==> src/rtl/modexp_pkg.sv <==
// shared widths, reset constants and unit command/status types
// for the modular exponentiation block; no dependencies
`timescale 1ns / 1ps

package modexp_pkg;

   localparam int MOD_W            = 31;
   localparam int BASE_W           = 32;
   localparam int EXP_W            = 63;
   localparam int EXP_BITS_DEFAULT = 63;
   localparam int STEP_CNT_W       = 5;

   localparam logic [MOD_W-1:0] MODULUS_RESET = 31'd1000000007;

   typedef struct packed {
      logic              start;
      logic              wide;     // scan all 32 multiplier bits, else the low 31
      logic [MOD_W-1:0]  modulus;
      logic [MOD_W-1:0]  mult_a;
      logic [BASE_W-1:0] mult_b;
   } mm_cmd_type;

   typedef struct packed {
      logic             done;
      logic [MOD_W-1:0] result;
   } mm_sts_type;

endpackage

==> src/rtl/modexp_mulmod.sv <==
// shift-and-add modular multiplier, one multiplier bit per cycle
// depends on modexp_pkg
`timescale 1ns / 1ps

module modexp_mulmod (
   input  logic                   clock,
   input  logic                   reset,
   input  modexp_pkg::mm_cmd_type cmd,
   output modexp_pkg::mm_sts_type sts
);

   logic                                busy_ff, busy_in;
   logic                                done_ff, done_in;
   logic [modexp_pkg::STEP_CNT_W-1:0]   cnt_ff, cnt_in;
   logic [modexp_pkg::MOD_W-1:0]        a_ff, a_in;
   logic [modexp_pkg::BASE_W-1:0]       b_ff, b_in;
   logic [modexp_pkg::MOD_W-1:0]        r_ff, r_in;

   logic [modexp_pkg::MOD_W:0]          mod_x;
   logic [modexp_pkg::MOD_W:0]          dbl;
   logic [modexp_pkg::MOD_W:0]          dbl_red;
   logic [modexp_pkg::MOD_W:0]          sum;
   logic [modexp_pkg::MOD_W:0]          sum_red;

   // r = (2r + bit * a) mod m, both partial values stay below 2m
   always_comb begin
      mod_x   = {1'b0, cmd.modulus};
      dbl     = {r_ff, 1'b0};
      dbl_red = (dbl >= mod_x) ? (dbl - mod_x) : dbl;
      sum     = dbl_red + (b_ff[modexp_pkg::BASE_W-1] ? {1'b0, a_ff} : '0);
      sum_red = (sum >= mod_x) ? (sum - mod_x) : sum;
   end

   always_comb begin
      busy_in = busy_ff;
      done_in = 1'b0;
      cnt_in  = cnt_ff;
      a_in    = a_ff;
      b_in    = b_ff;
      r_in    = r_ff;
      if (cmd.start && !busy_ff) begin
         busy_in = 1'b1;
         a_in    = cmd.mult_a;
         r_in    = '0;
         if (cmd.wide) begin
            b_in   = cmd.mult_b;
            cnt_in = modexp_pkg::STEP_CNT_W'(modexp_pkg::BASE_W - 1);
         end else begin
            b_in   = {cmd.mult_b[modexp_pkg::BASE_W-2:0], 1'b0};
            cnt_in = modexp_pkg::STEP_CNT_W'(modexp_pkg::MOD_W - 1);
         end
      end else if (busy_ff) begin
         r_in = sum_red[modexp_pkg::MOD_W-1:0];
         b_in = {b_ff[modexp_pkg::BASE_W-2:0], 1'b0};
         cnt_in = cnt_ff - 1'b1;
         if (cnt_ff == '0) begin
            busy_in = 1'b0;
            done_in = 1'b1;
         end
      end
   end

   always_ff @(posedge clock) begin
      cnt_ff <= cnt_in;
      a_ff   <= a_in;
      b_ff   <= b_in;
      r_ff   <= r_in;
      if (reset) begin
         busy_ff <= 1'b0;
         done_ff <= 1'b0;
      end else begin
         busy_ff <= busy_in;
         done_ff <= done_in;
      end
   end

   assign sts.done   = done_ff;
   assign sts.result = r_ff;

endmodule

==> src/rtl/modular_exponentiation.sv <==
// Computes base^exponent mod modulus by right-to-left square and multiply. One item is
// in flight at a time: req_stall stays high from acceptance until the result has been
// loaded into the output register, which may still be waiting on rsp_stall when the
// next item is taken. All arithmetic runs on one shift-and-add modular multiplier that
// retires one multiplier bit per cycle; the base reduction scans all 32 base bits and
// each multiply or square the low 31 multiplier bits. After the reduction an item takes
// one multiply per set exponent bit and one square per position below its highest set
// bit. A modulus of zero acts as a modulus of one; a zero exponent gives 1 for any
// modulus. The modulus may only be written while idle.
// depends on modexp_pkg and modexp_mulmod
`timescale 1ns / 1ps

module modular_exponentiation #(
   parameter int EXP_BITS = modexp_pkg::EXP_BITS_DEFAULT
) (
   input  logic                          clock,
   input  logic                          reset,
   input  logic                          req_valid,
   output logic                          req_stall,
   input  logic [modexp_pkg::BASE_W-1:0] req_base,
   input  logic [modexp_pkg::EXP_W-1:0]  req_exponent,
   output logic                          rsp_valid,
   input  logic                          rsp_stall,
   output logic [modexp_pkg::MOD_W-1:0]  rsp_power,
   input  logic                          csr_wr_en,
   input  logic [modexp_pkg::MOD_W-1:0]  csr_wr_data
);

   typedef enum logic [2:0] {
      ST_IDLE,
      ST_RED,
      ST_MUL,
      ST_SQR,
      ST_FIN
   } state_type;

   state_type                    state_ff, state_in;
   logic [modexp_pkg::MOD_W-1:0] mod_ff, mod_in;
   logic [EXP_BITS-1:0]          e_ff, e_in;
   logic [modexp_pkg::MOD_W-1:0] acc_ff, acc_in;
   logic [modexp_pkg::MOD_W-1:0] sq_ff, sq_in;
   logic                         rsp_valid_ff, rsp_valid_in;
   logic [modexp_pkg::MOD_W-1:0] power_ff, power_in;

   logic [modexp_pkg::MOD_W-1:0] mod_eff;
   logic [EXP_BITS-1:0]          e_rest;
   modexp_pkg::mm_cmd_type       mm_cmd;
   modexp_pkg::mm_sts_type       mm_sts;

   modexp_mulmod u_mulmod (
      .clock (clock),
      .reset (reset),
      .cmd   (mm_cmd),
      .sts   (mm_sts)
   );

   assign mod_eff = (mod_ff == '0) ? modexp_pkg::MOD_W'(1) : mod_ff;
   assign e_rest  = e_ff >> 1;
   assign mod_in  = csr_wr_en ? csr_wr_data : mod_ff;

   always_comb begin
      state_in       = state_ff;
      e_in           = e_ff;
      acc_in         = acc_ff;
      sq_in          = sq_ff;
      power_in       = power_ff;
      rsp_valid_in   = rsp_valid_ff && rsp_stall;
      mm_cmd         = '0;
      mm_cmd.modulus = mod_eff;
      case (state_ff)
         ST_IDLE: begin
            if (req_valid) begin
               e_in          = req_exponent[EXP_BITS-1:0];
               acc_in        = modexp_pkg::MOD_W'(1);
               // base mod m as 1 * base through the multiplier
               mm_cmd.start  = 1'b1;
               mm_cmd.wide   = 1'b1;
               mm_cmd.mult_a = modexp_pkg::MOD_W'(1);
               mm_cmd.mult_b = req_base;
               state_in      = ST_RED;
            end
         end
         ST_RED: begin
            if (mm_sts.done) begin
               sq_in = mm_sts.result;
               if (e_ff == '0) begin
                  state_in = ST_FIN;
               end else if (e_ff[0]) begin
                  mm_cmd.start  = 1'b1;
                  mm_cmd.mult_a = mm_sts.result;
                  mm_cmd.mult_b = {1'b0, acc_ff};
                  state_in      = ST_MUL;
               end else begin
                  mm_cmd.start  = 1'b1;
                  mm_cmd.mult_a = mm_sts.result;
                  mm_cmd.mult_b = {1'b0, mm_sts.result};
                  state_in      = ST_SQR;
               end
            end
         end
         ST_MUL: begin
            if (mm_sts.done) begin
               acc_in = mm_sts.result;
               // no higher exponent bits left: the square is not needed
               if (e_rest == '0) begin
                  state_in = ST_FIN;
               end else begin
                  mm_cmd.start  = 1'b1;
                  mm_cmd.mult_a = sq_ff;
                  mm_cmd.mult_b = {1'b0, sq_ff};
                  state_in      = ST_SQR;
               end
            end
         end
         ST_SQR: begin
            if (mm_sts.done) begin
               sq_in = mm_sts.result;
               e_in  = e_rest;
               mm_cmd.start  = 1'b1;
               mm_cmd.mult_a = mm_sts.result;
               if (e_rest[0]) begin
                  mm_cmd.mult_b = {1'b0, acc_ff};
                  state_in      = ST_MUL;
               end else begin
                  mm_cmd.mult_b = {1'b0, mm_sts.result};
                  state_in      = ST_SQR;
               end
            end
         end
         ST_FIN: begin
            if (!rsp_valid_ff || !rsp_stall) begin
               power_in     = acc_ff;
               rsp_valid_in = 1'b1;
               state_in     = ST_IDLE;
            end
         end
         default: begin
            state_in = ST_IDLE;
         end
      endcase
   end

   always_ff @(posedge clock) begin
      e_ff     <= e_in;
      acc_ff   <= acc_in;
      sq_ff    <= sq_in;
      power_ff <= power_in;
      if (reset) begin
         state_ff     <= ST_IDLE;
         rsp_valid_ff <= 1'b0;
         mod_ff       <= modexp_pkg::MODULUS_RESET;
      end else begin
         state_ff     <= state_in;
         rsp_valid_ff <= rsp_valid_in;
         mod_ff       <= mod_in;
      end
   end

   assign req_stall = (state_ff != ST_IDLE);
   assign rsp_valid = rsp_valid_ff;
   assign rsp_power = power_ff;

endmodule

==> config.mk <==
export PLATFORM = sky130hd
export DESIGN_NAME = modular_exponentiation
export DESIGN_NICKNAME = d
export VERILOG_FILES = /design/src/rtl/modexp_pkg.sv /design/src/rtl/modexp_mulmod.sv /design/src/rtl/modular_exponentiation.sv
export SDC_FILE = /design/constraint.sdc
export NUM_CORES = 1
export LEC_CHECK = 0
export BUFFER_PORTS_ARGS = -buffer_cell sky130_fd_sc_hd__clkbuf_2
export CAP_MARGIN = 15
export CELL_PAD_IN_SITES_DETAIL_PLACEMENT = 1
export CELL_PAD_IN_SITES_GLOBAL_PLACEMENT = 2
export CORE_ASPECT_RATIO = 0.8
export CORE_MARGIN = 1.5
export CORE_UTILIZATION = 39
export DETAILED_ROUTE_END_ITERATION = 7
export GPL_ROUTABILITY_DRIVEN = 1
export PLACE_DENSITY = 0.86
export SLEW_MARGIN = 20
export SYNTH_ARGS = -nofsm -noshare
export SYNTH_HDL_FRONTEND = slang
export SYNTH_SLANG_ARGS = --single-unit
==> constraint.sdc <==
create_clock -name clock -period 9.1 [get_ports clock]
set_input_delay 1.365 -clock clock [delete_from_list [all_inputs] [get_ports clock]]
set_output_delay 1.365 -clock clock [all_outputs]
set_load 0.01 [all_outputs]
# Word-level counts from Yosys, hierarchy flattened

Index checks and enable logic that the tools add are counted.

Equality and inequality tests: 9
Bitwise operators: 1
$lt $le $gt $ge: 2
Reductions and logical operators: 22
Multiplexer cells: 49
Add/sub/neg operators: 4

Operators by type and width:

| cell                                                                     | number |
|---|---|
| 63-bit 2-to-1 mux                                                        | 7 |
| 63-bit one-hot mux with 4 select lines                                   | 1 |
| 31-bit 2-to-1 mux                                                        | 7 |
| 32-bit 2-to-1 mux                                                        | 4 |
| 63-bit zero test                                                         | 2 |
| 63-bit one-hot mux with 2 select lines                                   | 1 |
| 32-bit by 31-bit greater-or-equal comparator with 1-bit output           | 2 |
| 31-bit one-hot mux with 2 select lines                                   | 1 |
| 33-bit 2-to-1 mux                                                        | 1 |
| 32-bit by 31-bit adder with 32-bit output                                | 1 |
| 32-bit by 31-bit subtractor with 32-bit output                           | 1 |
| 31-bit zero test                                                         | 1 |
| 31-bit subtractor                                                        | 1 |
| 3-bit 2-to-1 mux                                                         | 7 |
| 1-bit 2-to-1 mux                                                         | 15 |
| 3-bit one-hot mux with 5 select lines                                    | 1 |
| 5-bit 2-to-1 mux                                                         | 2 |
| 3-bit by 2-bit equality test with 1-bit output (second input constant)   | 2 |
| 2-bit by 1-bit inequality test with 1-bit output (second input constant) | 3 |
| 3-bit AND reduction                                                      | 2 |
| 2-bit nonzero test                                                       | 3 |
| 5-bit zero test                                                          | 1 |
| 5-bit AND reduction                                                      | 1 |
| 5-bit by 1-bit subtractor with 5-bit output (second input constant)      | 1 |
| other kinds (14)                                                         | 19 |

Bits in registers: 292
Bits of input ports: 131
Word-level logic and storage cells: 100
Output and inout bits: 33

# Longest topological paths before layout

Gate-level depths: netlist of the first run.

Depth in word-level cells: 7
Mapped depth: 35
Mapped depth without buffers: 33

# Modules after synthesis

Synthesis of the first run repeated with hierarchy kept, for this count alone.

Cell total of the unflattened synthesis: 1,808
Area total of the unflattened synthesis: 18,520.3 um2

By module, submodules not included:

| module                 | times used | area an instance (um2) | seq. area each (um2) | cells each |
|---|---|---|---|---|
| modexp_mulmod          | 1          | 9,532.9                | 2,702.6              | 1,124 |
| modular_exponentiation | 1          | 8,987.4                | 5,385.2              | 684 |

# Worst setup path before layout of the first run

OpenSTA, ideal clock, no wires.

Path kind: register to register
Start point: register mod_ff[16] in the netlist's numbering
End point: register u_mulmod.r_ff[11] in the netlist's numbering
Path buffers: 2
Arrival: 6.894 ns
Data required time: 8.972 ns
Period minus slack after synthesis: 7.022 ns
Setup time: 0.128 ns
Stages on the path, launching flop included: 34
Setup slack: 2.078 ns
Path through: dfxtp_1 -> nor4_1 -> nand4_1 -> nor2_1 -> nor2_1 -> fa_1 -> a21o_1 -> a21oi_1 -> o21a_2 -> o21ai_2 -> or4b_4 -> and2_1 -> buf_6 -> mux2_2 -> inv_1 -> fa_1 -> nand2b_1 -> a21oi_1 -> o21ai_0 -> a311oi_1 -> a211oi_1 -> nor2_1 -> xnor2_1 -> ha_1 -> and3_1 -> a211oi_1 -> o21ai_0 -> a41oi_1 -> a21oi_1 -> a2111oi_4 -> nor2_4 -> buf_6 -> mux2i_1 -> o21ai_1

Word-level cells in the longest chain between the ends: 7
Elaborated cells on any way between the ends: 9
Those cells by class: 3 x add/sub; 2 x order compare; 3 x mux; 1 x reduce/logical

Ends and longest elaborated chain:

| item                                                                                                                                    | RTL line                      | source |
|---|---|---|
| start, declared                                                                                                                         | modular_exponentiation.sv:38  | `logic [modexp_pkg::MOD_W-1:0] mod_ff, mod_in;` |
| start signal, assigned                                                                                                                  | modular_exponentiation.sv:151 | `mod_ff <= modexp_pkg::MODULUS_RESET;` |
| start signal, assigned                                                                                                                  | modular_exponentiation.sv:155 | `mod_ff <= mod_in;` |
| 31-bit zero test                                                                                                                        | modular_exponentiation.sv:57  | `assign mod_eff = (mod_ff == '0) ? modexp_pkg::MOD_W'(1) : mod_ff;` |
| 31-bit 2-to-1 mux (*)                                                                                                                   | modular_exponentiation.sv:57  |  |
| 32-bit by 31-bit subtractor with 32-bit output / 32-bit by 31-bit greater-or-equal comparator with 1-bit output (equally long branches) | modexp_mulmod.sv:29           | `dbl_red = (dbl >= mod_x) ? (dbl - mod_x) : dbl;` |
| 32-bit 2-to-1 mux                                                                                                                       | modexp_mulmod.sv:29           |  |
| 32-bit by 31-bit adder with 32-bit output                                                                                               | modexp_mulmod.sv:30           | `sum = dbl_red + (b_ff[modexp_pkg::BASE_W-1] ? {1'b0, a_ff} : '0);` |
| 31-bit subtractor / 32-bit by 31-bit greater-or-equal comparator with 1-bit output (equally long branches)                              | modexp_mulmod.sv:31           | `sum_red = (sum >= mod_x) ? (sum - mod_x) : sum;` |
| 31-bit 2-to-1 mux (*)                                                                                                                   | modexp_mulmod.sv:31           |  |
| end signal, assigned                                                                                                                    | modexp_mulmod.sv:67           | `r_ff <= r_in;` |
| end, declared                                                                                                                           | modexp_mulmod.sv:17           | `logic [modexp_pkg::MOD_W-1:0] r_ff, r_in;` |

Mark *: on every way between the ends. The rest lies on a longest branch, timed or not.
A chain may end at the register's enable or synchronous reset.

# Final worst setup path of the first run

Start point: register mod_ff[10] in the netlist's numbering
End point: register u_mulmod.r_ff[1] in the netlist's numbering

Same word-level chain as after synthesis.

==> results of run 1 <==
-- cells by family (layout without fill, tap and decap cells) --
logic type      count (synthesis)  count (layout)
fa+ha+maj                      97              97
mux                           165             165
xor+xnor                       84              84
simple gates                  501             501
flops                         292             292
buf+inv                       158             321
compound gates                496             496
-- per-layer routing --
metal | vias to the layer above | share of wire | wire [µm]
met4 | 0 | 0.024 | 1360
li1 | 6954 | - | -
met1 | 7453 | 0.46 | 26600
met3 | 83 | 0.037 | 2110
met5 | - | 0 | 0
met2 | 290 | 0.48 | 27500
-- placed cells by master (no fill, tap or decap), drive strengths merged, types with 8 or more instances in the layout --
master / Yosys / layout
ha: 94 / 94
a21o: 34 / 34
a31oi: 12 / 12
xnor2: 56 / 56
buf: 11 / 30
o211ai: 27 / 27
nand2: 201 / 201
clkinv: 1 / 8
nor2b: 15 / 15
clkbuf: 79 / 214
o21a: 12 / 12
a211oi: 15 / 15
nand4: 13 / 13
and3: 8 / 8
a221oi: 24 / 24
mux2i: 79 / 79
nor2: 77 / 77
nor4: 25 / 25
nand3: 35 / 35
o221ai: 10 / 10
a21oi: 113 / 113
edfxtp: 224 / 224
mux2: 86 / 86
and2: 67 / 67
dfxtp: 68 / 68
xor2: 28 / 28
nand2b: 15 / 15
nor3: 23 / 23
o21ai: 163 / 163
a22o: 27 / 27
inv: 67 / 68
-- worst max-delay path, delay by kind of cell, from the launching register on --
family | cells | cell delay, ns
buffers and inverters | 4 | 0.89
AND/OR/NAND/NOR | 10 | 2.28
AO/OA/AOI/OAI | 16 | 3.24
XOR/XNOR | 1 | 0.27
adder cells (fa/ha/maj) | 3 | 1.22
flip-flops | 1 | 0.32
-- layout make-up --
type                    instances  area [µm²]
clock buffers                  52         960
clock inverters                 9        90.1
fillers                      5114       25000
inverters                      68         255
multi-input cells            1343        9380
flip-flops and latches        292        8090
well taps                     612         766
repair buffers                192        1070
-- flip-flops by register name (all words and copies together), names as in the netlist --
register / cells
state_ff: 3
mod_ff: 31
acc_ff: 31
u_mulmod.a_ff: 31
sq_ff: 31
u_mulmod.busy_ff: 1
u_mulmod.r_ff: 31
u_mulmod.cnt_ff: 5
u_mulmod.b_ff: 32
rsp_valid: 1
u_mulmod.done_ff: 1
rsp_power: 31
e_ff: 63
-- stage by stage --
step | util | setup slack, ns
global placement | 0.427 | 0.491
floorplan | - | 2.08
CTS | 0.451 | 0.227
finish | 0.452 | 0.688
global route | 0.452 | 0.0677
detailed placement | 0.428 | 0.289
-- how the worst max path moves through the flow --
stage | start | end | slack, ns
floorplan | mod_ff[16]$_SDFFE_PP0P_ | u_mulmod.r_ff[11]$_SDFFE_PP0P_ | 2.08
global placement | mod_ff[16]$_SDFFE_PP0P_ | u_mulmod.r_ff[0]$_SDFFE_PP0P_ | 0.49
detailed placement | mod_ff[16]$_SDFFE_PP0P_ | u_mulmod.r_ff[0]$_SDFFE_PP0P_ | 0.29
CTS | mod_ff[16]$_SDFFE_PP0P_ | u_mulmod.r_ff[1]$_SDFFE_PP0P_ | 0.23
global route | mod_ff[9]$_SDFFE_PP1P_ | u_mulmod.r_ff[1]$_SDFFE_PP0P_ | 0.07
finish | mod_ff[10]$_SDFFE_PP0P_ | u_mulmod.r_ff[1]$_SDFFE_PP0P_ | 0.69
-- what timing repair did --
item | CTS | global route
setup endpoints to repair | 0 | 31
endpoints found under the hold margin | 0 | 0
gates resized for setup | 0 | 8
-- power by group --
part,switching (mW),internal (mW),leakage (nW)
Sequential,0.188,1.58,2.69
Combinational,1.91,1.27,5.10
Clock,0.580,0.762,0.511
Total,2.68,3.61,8.30
==> results.py, run 1 <==
metrics = {
    "clocking": {
        "post_cts_buffers": 0,
        "worstSkewPairLatency_ns": 0.55,
        "clkSlewWorstSetupHoldPaths_ns": 0.06,
        "buffer_type_at_the_clock_tree_root": "sky130_fd_sc_hd__clkbuf_16",
        "tritoncts.num_buffers": 34,
        "clock_sink_count": 292,
        "holdBufCountCts": 0,
        "ctsHtreeMaxLevel": 2,
        "clockBufferDepth": 3,
        "cts_tree": "built",
    },
    "global_route": {
        "grtUsageTotal": 0.241,
        "wire_length_of_the_first_global_routing_pass_mm": 90.0,
        "met1_usage": 0.331,
        "via_count_of_the_first_global_routing_pass": 15400,
        "globalRoute.busiestLayer": "met2",
        "grt_util_met3": 0.0267,
        "grt_use_met2": 0.402,
        "grt_antenna_before_repair": 0,
        "overflow": 0,
        "grt_start_max_net_pins": 65,
    },
    "route": {
        "drt-total-wl_mm": 57.6,
        "postRouteAntennaNets": 0,
        "drt_first_iter_violations": 966,
        "iteration_count_of_the_initial_detailed_routing_pass": 5,
        "wl_per_cell_um": 22.4,
        "route.vias.total": 14800,
        "via_per_inst": 5.76,
        "post-route-drc-count": 0,
    },
    "die": {
        "dieWidth_um": 243,
        "start_util": 0.395,
        "pin_count": 164,
        "std_cell_rows": 70,
        "placeableCoreArea_mm2": 0.0456,
        "dieHeight_um": 195,
        "die_area_mm2": 0.0475,
    },
    "sta": {
        "worst_hold_slack_ns": 0.480,
        "finalHoldViolCount": 0,
        "totalNegativeSetupSlack_ns": 0,
        "timing.final.crit_period_ns": 8.41,
        "max_freq_ghz": 0.119,
        "final.setup_skew_ns": 0.0211,
        "report.final.setup_viol": 0,
        "maxSlewViolCount": 0,
        "slew_headroom": 0.368,
        "rsz0062_at_grt": "false",
        "final_min_period_over_clock_period": 0.924,
        "max_slew.worst_pin.slew_ns": 0.944,
    },
    "synth": {
        "largest_area_contributor_in_the_netlist": "sky130_fd_sc_hd__edfxtp_1",
        "synthesis.area_per_instance_um2": 10.1,
        "yosys-top-cells-area": "sky130_fd_sc_hd__edfxtp_1 (37%), sky130_fd_sc_hd__dfxtp_1 (7.5%), sky130_fd_sc_hd__ha_1 (6.5%)",
        "top_cell_type_s_share_of_synthesized_area": 0.373,
        "synth-simple-area-share": 0.134,
        "synth_area_mm2": 0.0180,
        "postSynthCellCount": 1793,
        "yosys_most_used_dff": "sky130_fd_sc_hd__edfxtp_1",
        "yosys-top-cells-count": "sky130_fd_sc_hd__edfxtp_1 (224), sky130_fd_sc_hd__nand2_1 (201), sky130_fd_sc_hd__o21ai_0 (129), sky130_fd_sc_hd__a21oi_1 (112), sky130_fd_sc_hd__ha_1 (94)",
        "synth_most_common_cell": "sky130_fd_sc_hd__edfxtp_1",
        "mappedNetlistNets": 2021,
        "number_of_warnings_issued_by_yosys": 0,
        "synth_cell_type_count": 70,
        "flop_and_latch_count_out_of_synthesis": 292,
        "synth-adder-area-share": 0.0685,
        "async_flop_share": 0,
        "synth_mux_area_frac": 0.0976,
        "synth-edff-count": 224,
        "compound_cell_area_share_of_the_yosys_netlist": 0.176,
        "main_combinational_cell_family_by_area_after_synthesis": "compound AO/OA/AOI/OAI gates",
        "synth_xor_area_frac": 0.0408,
        "yosysSeqAreaShare": 0.448,
    },
    "worst_setup_path": {
        "critical_path.endpoint_type": "flip-flop",
        "path_max_fanout": 33,
        "reg2regPathDepth": 34,
        "worst_ep_required_ns": 9.52,
        "timing.critical_path.slowest_cell_delay_ns": 0.51,
        "reg2reg_slack_ns": 0.69,
        "regToRegStartpoint": "mod_ff[10]$_SDFFE_PP0P_",
        "critPathArrivalTime_ns": 8.83,
        "critical_path.slowest_cell": "sky130_fd_sc_hd__or4b_4",
        "timing.setup.critical_path_class": "reg -> reg",
        "r2r-end": "u_mulmod.r_ff[1]$_SDFFE_PP0P_",
        "sort_of_element_at_the_start_of_the_critical_path": "flip-flop",
    },
    "pwr": {
        "vdd_ir_drop_max_mv": 0.173,
        "leakage_nw": 8.30,
        "report.power.total_mw": 6.29,
        "powerDensity_mw_per_mm2": 305,
    },
    "place": {
        "last_weighted_congestion_value_of_the_routability_driven_placer": 0.902,
        "port_buffers": 163,
        "post-place-cells": 2507,
        "place_hpwl_mm": 42.8,
        "dpl-instance-area_mm2": 0.0195,
    },
    "worst_hold_path": {
        "min-delay-path-class": "reg -> reg",
        "holdCritStartpoint": "acc_ff[0]$_SDFFCE_PN1P_",
        "whs_path_depth": 0,
        "timing.hold.worst_endpoint": "rsp_power[0]$_DFFE_PP_",
    },
    "finish": {
        "finish.instance_area_mm2": 0.0206,
        "area_growth_syn_to_layout_pct": 14.3,
        "fin_nets": 2159,
        "diodes": 0,
        "layoutNonFillerInstCount": 2568,
        "drive_above_1_share": 0.177,
    },
    "status": {
        "run_status": "finished clean",
    },
    "job": {
        "drv.max_cap_violation_count": 0,
    },
}
Note: power is estimated with default switching activity, not from simulation.
==> inputs of run 2 (changes only) <==
- BUFFER_PORTS_ARGS: -buffer_cell sky130_fd_sc_hd__clkbuf_2 -> not set
- CORE_UTILIZATION: 39 -> 42
- DONT_BUFFER_PORTS: not set -> 1
- RECOVER_POWER: not set -> 25
==> results.py, run 2 (synthesis gave the netlist of run 1 again) <==
metrics = {
    "clocking": {
        "clock_sink_count": 292,
        "cts_tree": "built",
        "buffer_type_at_the_clock_tree_root": "sky130_fd_sc_hd__clkbuf_16",
        "clockBufferDepth": 3,
        "tritoncts.num_buffers": 35,
        "ctsHtreeMaxLevel": 2,
        "holdBufCountCts": 0,
        "worstSkewPairLatency_ns": 0.55,
        "clkSlewWorstSetupHoldPaths_ns": 0.06,
        "post_cts_buffers": 0,
    },
    "sta": {
        "max_slew.worst_pin.slew_ns": 1.57,
        "finalHoldViolCount": 0,
        "final.setup_skew_ns": 0.0259,
        "rsz0062_at_grt": "false",
        "slew_headroom": -0.0461,
        "totalNegativeSetupSlack_ns": 0,
        "maxSlewViolCount": 32,
        "final_min_period_over_clock_period": 0.946,
        "worst_slack_ns": 0.494,
        "timing.final.crit_period_ns": 8.61,
        "worst_hold_slack_ns": 0.490,
        "report.final.setup_viol": 0,
        "max_freq_ghz": 0.116,
    },
    "pwr": {
        "pwr-share-comb": 0.497,
        "cellInternalPower_mw": 3.58,
        "report.power.total_mw": 6.22,
        "power_frac_seq": 0.284,
        "power.share.clock": 0.219,
        "netSwitchingFraction": 0.424,
        "vdd_ir_drop_max_mv": 0.207,
        "total_switching_power_mw": 2.64,
        "powerDensity_mw_per_mm2": 316,
        "leakage_nw": 7.62,
    },
    "die": {
        "dieHeight_um": 188,
        "std_cell_rows": 67,
        "placeableCoreArea_mm2": 0.0421,
        "pin_count": 164,
        "dieWidth_um": 235,
        "start_util": 0.429,
        "die_area_mm2": 0.0442,
    },
    "worst_setup_path": {
        "path_delay_family": "compound AO/OA/AOI/OAI gates",
        "reg2reg_slack_ns": 0.49,
        "critical_path.slowest_cell": "sky130_fd_sc_hd__or4b_4",
        "sort_of_element_at_the_start_of_the_critical_path": "flip-flop",
        "path_buf_inv": 2,
        "timing.critical_path.slowest_cell_delay_ns": 0.51,
        "critical_path.endpoint_type": "flip-flop",
        "worst_ep_required_ns": 9.51,
        "reg2regPathDepth": 31,
        "timing.critical_path.mode_cell": "sky130_fd_sc_hd__nor2_1",
        "regToRegStartpoint": "mod_ff[17]$_SDFFE_PP1P_",
        "timing.setup.critical_path_class": "reg -> reg",
        "r2r-end": "u_mulmod.r_ff[18]$_SDFFE_PP0P_",
        "critPathArrivalTime_ns": 9.02,
        "path_max_fanout": 27,
    },
    "worst_hold_path": {
        "holdCritStartpoint": "acc_ff[3]$_SDFFCE_PN0P_",
        "timing.hold.worst_endpoint": "rsp_power[3]$_DFFE_PP_",
        "whs_path_depth": 0,
        "min-delay-path-class": "reg -> reg",
    },
    "place": {
        "dpl-instance-area_mm2": 0.0186,
        "dp_worst_setup_slack_ns": 0.399,
        "port_buffers": 0,
        "post-place-cells": 2281,
        "place_hpwl_mm": 41.1,
        "last_weighted_congestion_value_of_the_routability_driven_placer": 0.916,
    },
    "route": {
        "post-route-drc-count": 1,
        "route.vias.total": 14000,
        "drt_first_iter_violations": 891,
        "via_per_inst": 5.95,
        "postRouteAntennaNets": 0,
        "drt-total-wl_mm": 55.2,
        "wl_per_cell_um": 23.5,
        "iteration_count_of_the_initial_detailed_routing_pass": 8,
    },
    "finish": {
        "finish.instance_area_mm2": 0.0197,
        "register_area_mm2": 0.00809,
        "drive_above_1_share": 0.0998,
        "area_growth_syn_to_layout_pct": 9.32,
        "layout_top_registers": "e_ff x63, u_mulmod.b_ff x32",
        "largest_register_ff_count": 63,
        "mostFrequentLayoutCell": "sky130_fd_sc_hd__edfxtp_1",
        "layoutNonFillerInstCount": 2346,
        "diodes": 0,
        "utilization": 0.468,
        "n_fill_cell": 4665,
        "top_register": "e_ff",
        "fin_nets": 1996,
        "final_cell_mix": "sky130_fd_sc_hd__edfxtp_1 (224), sky130_fd_sc_hd__nand2_1 (199), sky130_fd_sc_hd__o21ai_0 (128)",
        "multi_input_comb_area_mm2": 0.00935,
    },
    "global_route": {
        "via_count_of_the_first_global_routing_pass": 14500,
        "grtUsageTotal": 0.248,
        "wire_length_of_the_first_global_routing_pass_mm": 85.8,
        "grt_antenna_before_repair": 1,
        "grt_start_max_net_pins": 65,
        "overflow": 0,
    },
    "job": {
        "drv.max_cap_violation_count": 1,
    },
    "status": {
        "failing_checks": "design-rule violations, max-capacitance violations, max-slew violations",
        "run_status": "finished with violations",
    },
}
run 2: cell count changes in the layout (fill, tap and decap cells not counted), moves of 2 or more:
cell | previous run | this run
sky130_fd_sc_hd__clkinv_2 | 3 | 6
sky130_fd_sc_hd__nor4_1 | 23 | 25
sky130_fd_sc_hd__and2_1 | 67 | 47
sky130_fd_sc_hd__buf_4 | 26 | 22
sky130_fd_sc_hd__clkinv_16 | 0 | 2
sky130_fd_sc_hd__clkinv_1 | 4 | 10
sky130_fd_sc_hd__nor4_2 | 2 | 0
sky130_fd_sc_hd__clkbuf_2 | 162 | 0
sky130_fd_sc_hd__clkbuf_1 | 15 | 8
sky130_fd_sc_hd__inv_1 | 64 | 66
sky130_fd_sc_hd__and2_0 | 0 | 20
run 2: per-layer routing:
metal	global-route usage	vias up	wire (µm)	part of all wire
met1	0.333	6973	24800	0.45
li1	-	6627	-	-
met2	0.419	286	26700	0.48
met3	0.0372	65	2580	0.047
met4	0.0639	0	1150	0.021
met5	0	-	0	0
run 2: worst max-delay path by stage:
stage                                        from                             end  slack, ns  cells after the start
after floorplan           mod_ff[16]$_SDFFE_PP0P_  u_mulmod.r_ff[11]$_SDFFE_PP0P_       2.08                     33
after global placement    mod_ff[17]$_SDFFE_PP1P_   u_mulmod.r_ff[3]$_SDFFE_PP0P_       0.60                     33
after detailed placement  mod_ff[18]$_SDFFE_PP0P_  u_mulmod.r_ff[18]$_SDFFE_PP0P_       0.40                     33
after CTS                 mod_ff[18]$_SDFFE_PP0P_  u_mulmod.r_ff[18]$_SDFFE_PP0P_       0.35                     33
after global routing      mod_ff[18]$_SDFFE_PP0P_  u_mulmod.r_ff[20]$_SDFFE_PP0P_       0.07                     34
final                     mod_ff[17]$_SDFFE_PP1P_  u_mulmod.r_ff[18]$_SDFFE_PP0P_       0.49                     31
run 2: layout make-up:
class | instances | share of cell area
multi-input cells | 1343 | 0.474
inverters | 68 | 0.0129
clock buffers | 42 | 0.0468
well taps | 552 | 0.0350
repair buffers | 28 | 0.0113
clock inverters | 21 | 0.00952
flip-flops and latches | 292 | 0.410
run 2: power groups by stage:
stage / logic [mW] / registers, mW / clock network [mW]
after floorplan: 2.34 / 1.69 / 0
after global placement: 2.98 / 1.79 / 0
after detailed placement: 3.03 / 1.80 / 0
after CTS: 3.06 / 1.77 / 1.40
after global routing: 3.40 / 1.79 / 1.44
final: 3.09 / 1.77 / 1.36
run 2: what timing repair did:
action | 4_1_cts | 5_1_grt
endpoints found under the setup margin | 0 | 31
endpoints found under the hold margin | 0 | 0
resized for setup | 0 | 6
==> inputs of run 3 (changes only) <==
- CORE_ASPECT_RATIO: 0.8 -> 1.5
==> results.py, run 3 (synthesis gave the netlist of run 1 again) <==
metrics = {
    "sta": {
        "max_slew.worst_pin.slew_ns": 3.26,
        "worst_slack_ns": 0.662,
        "finalHoldViolCount": 0,
        "slew_headroom": -1.18,
        "rsz0062_at_grt": "false",
        "final_min_period_over_clock_period": 0.927,
        "max_freq_ghz": 0.119,
        "report.final.setup_viol": 0,
        "totalNegativeSetupSlack_ns": 0,
        "timing.final.crit_period_ns": 8.44,
        "final.setup_skew_ns": 0.0154,
        "maxSlewViolCount": 96,
    },
    "pwr": {
        "report.power.total_mw": 6.06,
        "powerDensity_mw_per_mm2": 309,
        "netSwitchingFraction": 0.422,
        "power_frac_seq": 0.291,
        "pwr-share-comb": 0.507,
        "power.share.clock": 0.202,
        "cellInternalPower_mw": 3.51,
        "vdd_ir_drop_max_mv": 0.235,
        "leakage_nw": 7.53,
        "total_switching_power_mw": 2.56,
    },
    "finish": {
        "layout_top_registers": "e_ff x63, u_mulmod.b_ff x32",
        "register_area_mm2": 0.00809,
        "area_growth_syn_to_layout_pct": 8.62,
        "multi_input_comb_area_mm2": 0.00936,
        "layoutNonFillerInstCount": 2348,
        "n_fill_cell": 4704,
        "largest_register_ff_count": 63,
        "drive_above_1_share": 0.0947,
        "mostFrequentLayoutCell": "sky130_fd_sc_hd__edfxtp_1",
        "finish.instance_area_mm2": 0.0196,
        "fin_nets": 1988,
        "diodes": 0,
        "top_register": "e_ff",
        "final_cell_mix": "sky130_fd_sc_hd__edfxtp_1 (224), sky130_fd_sc_hd__nand2_1 (198), sky130_fd_sc_hd__o21ai_0 (128)",
    },
    "worst_setup_path": {
        "critical_path.slowest_cell": "sky130_fd_sc_hd__nor4_1",
        "timing.setup.critical_path_class": "reg -> reg",
        "path_max_fanout": 6,
        "critPathArrivalTime_ns": 8.89,
        "sort_of_element_at_the_start_of_the_critical_path": "flip-flop",
        "timing.critical_path.mode_cell": "sky130_fd_sc_hd__nor2_1",
        "worst_ep_required_ns": 9.55,
        "critical_path.endpoint_type": "flip-flop",
        "timing.critical_path.slowest_cell_delay_ns": 0.55,
    },
    "place": {
        "dp_worst_setup_slack_ns": -0.0351,
        "place_hpwl_mm": 40.5,
        "dpl-instance-area_mm2": 0.0186,
        "post-place-cells": 2290,
        "last_weighted_congestion_value_of_the_routability_driven_placer": 0.924,
        "port_buffers": 0,
    },
    "route": {
        "post-route-drc-count": 0,
        "route.vias.total": 13800,
        "drt-total-wl_mm": 52.3,
        "drt_first_iter_violations": 801,
        "via_per_inst": 5.87,
        "wl_per_cell_um": 22.3,
        "iteration_count_of_the_initial_detailed_routing_pass": 5,
        "postRouteAntennaNets": 0,
    },
    "die": {
        "die_area_mm2": 0.0442,
        "dieHeight_um": 257,
        "start_util": 0.427,
        "std_cell_rows": 92,
        "pin_count": 164,
        "dieWidth_um": 172,
        "placeableCoreArea_mm2": 0.0422,
    },
    "job": {
        "drv.max_cap_violation_count": 2,
    },
    "clocking": {
        "post_cts_buffers": 0,
        "tritoncts.num_buffers": 30,
        "clkSlewWorstSetupHoldPaths_ns": 0.06,
        "clockBufferDepth": 3,
        "cts_tree": "built",
        "clock_sink_count": 292,
        "buffer_type_at_the_clock_tree_root": "sky130_fd_sc_hd__clkbuf_16",
        "ctsHtreeMaxLevel": 1,
        "worstSkewPairLatency_ns": 0.59,
        "holdBufCountCts": 0,
    },
    "global_route": {
        "wire_length_of_the_first_global_routing_pass_mm": 81.8,
        "grtUsageTotal": 0.238,
        "grt_antenna_before_repair": 0,
        "via_count_of_the_first_global_routing_pass": 14500,
        "grt_start_max_net_pins": 65,
        "overflow": 0,
    },
    "status": {
        "failing_checks": "max-capacitance violations, max-slew violations",
        "run_status": "finished with violations",
    },
    "worst_hold_path": {
        "min-delay-path-class": "reg -> reg",
    },
}
-- run 3: changes by cell type in the layout (fill, tap and decap cells not counted), sizes merged --
cell / delta
buf: -3
bufinv: +2
clkbuf: -6
clkinv: -2
inv: -1
-- run 3: worst paths after layout --
kind,from,to,slack (ns),cells after the start
worst min register to register,acc_ff[7]$_SDFFCE_PN0P_,rsp_power[7]$_DFFE_PP_,0.48,0
worst max register to register,mod_ff[28]$_SDFFE_PP1P_,u_mulmod.r_ff[29]$_SDFFE_PP0P_,0.66,32
worst max-delay path,mod_ff[28]$_SDFFE_PP1P_,u_mulmod.r_ff[29]$_SDFFE_PP0P_,0.66,32
worst min-delay path,acc_ff[7]$_SDFFCE_PN0P_,rsp_power[7]$_DFFE_PP_,0.48,0
-- run 3: layer usage --
metal | up-vias | GRT usage | routed length (µm)
met5 | - | 0 | 0
met1 | 6818 | 0.309 | 22900
met4 | 0 | 0.0804 | 1770
li1 | 6616 | - | -
met2 | 274 | 0.409 | 25800
met3 | 80 | 0.0256 | 1780
-- run 3: what timing repair did --
| action | CTS | global route |
|---|---|---|
| pin swaps | 0 | 0 |
| hold endpoints to repair | 0 | 0 |
| gates resized for setup | 1 | 6 |
| setup endpoints to repair | 1 | 31 |
-- run 3: area by class of cell --
type                       count  area share
sequential                   292       0.413
multi-input combinational   1343       0.478
timing repair buffer          25      0.0109
tap                          564      0.0360
clock inverter                20     0.00984
clock buffer                  36      0.0395
inverter                      68      0.0130
-- run 3: worst max-delay path, delay by kind of cell (launching register included) --
family / cells / cell delay, ns
adder cells (fa/ha/maj): 3 / 1.30
AND/OR/NAND/NOR: 12 / 3.24
XOR/XNOR: 1 / 0.14
AO/OA/AOI/OAI: 13 / 2.78
flip-flops: 1 / 0.31
buffers and inverters: 2 / 0.23
multiplexers: 1 / 0.30
-- run 3: stage by stage --
stage	hold WS, ns	util
after floorplan	0.430	-
after global placement	0.460	0.440
after detailed placement	0.465	0.440
after CTS	0.480	0.463
after global routing	0.500	0.464
final	0.477	0.464
-- run 3: power by group through the flow --
stage	registers, mW	clock network, mW	logic, mW
after global placement	1.78	0	2.97
after detailed placement	1.79	0	3.04
after CTS	1.77	1.25	3.06
final	1.77	1.22	3.07
after global routing	1.79	1.29	3.38
after floorplan	1.69	0	2.34
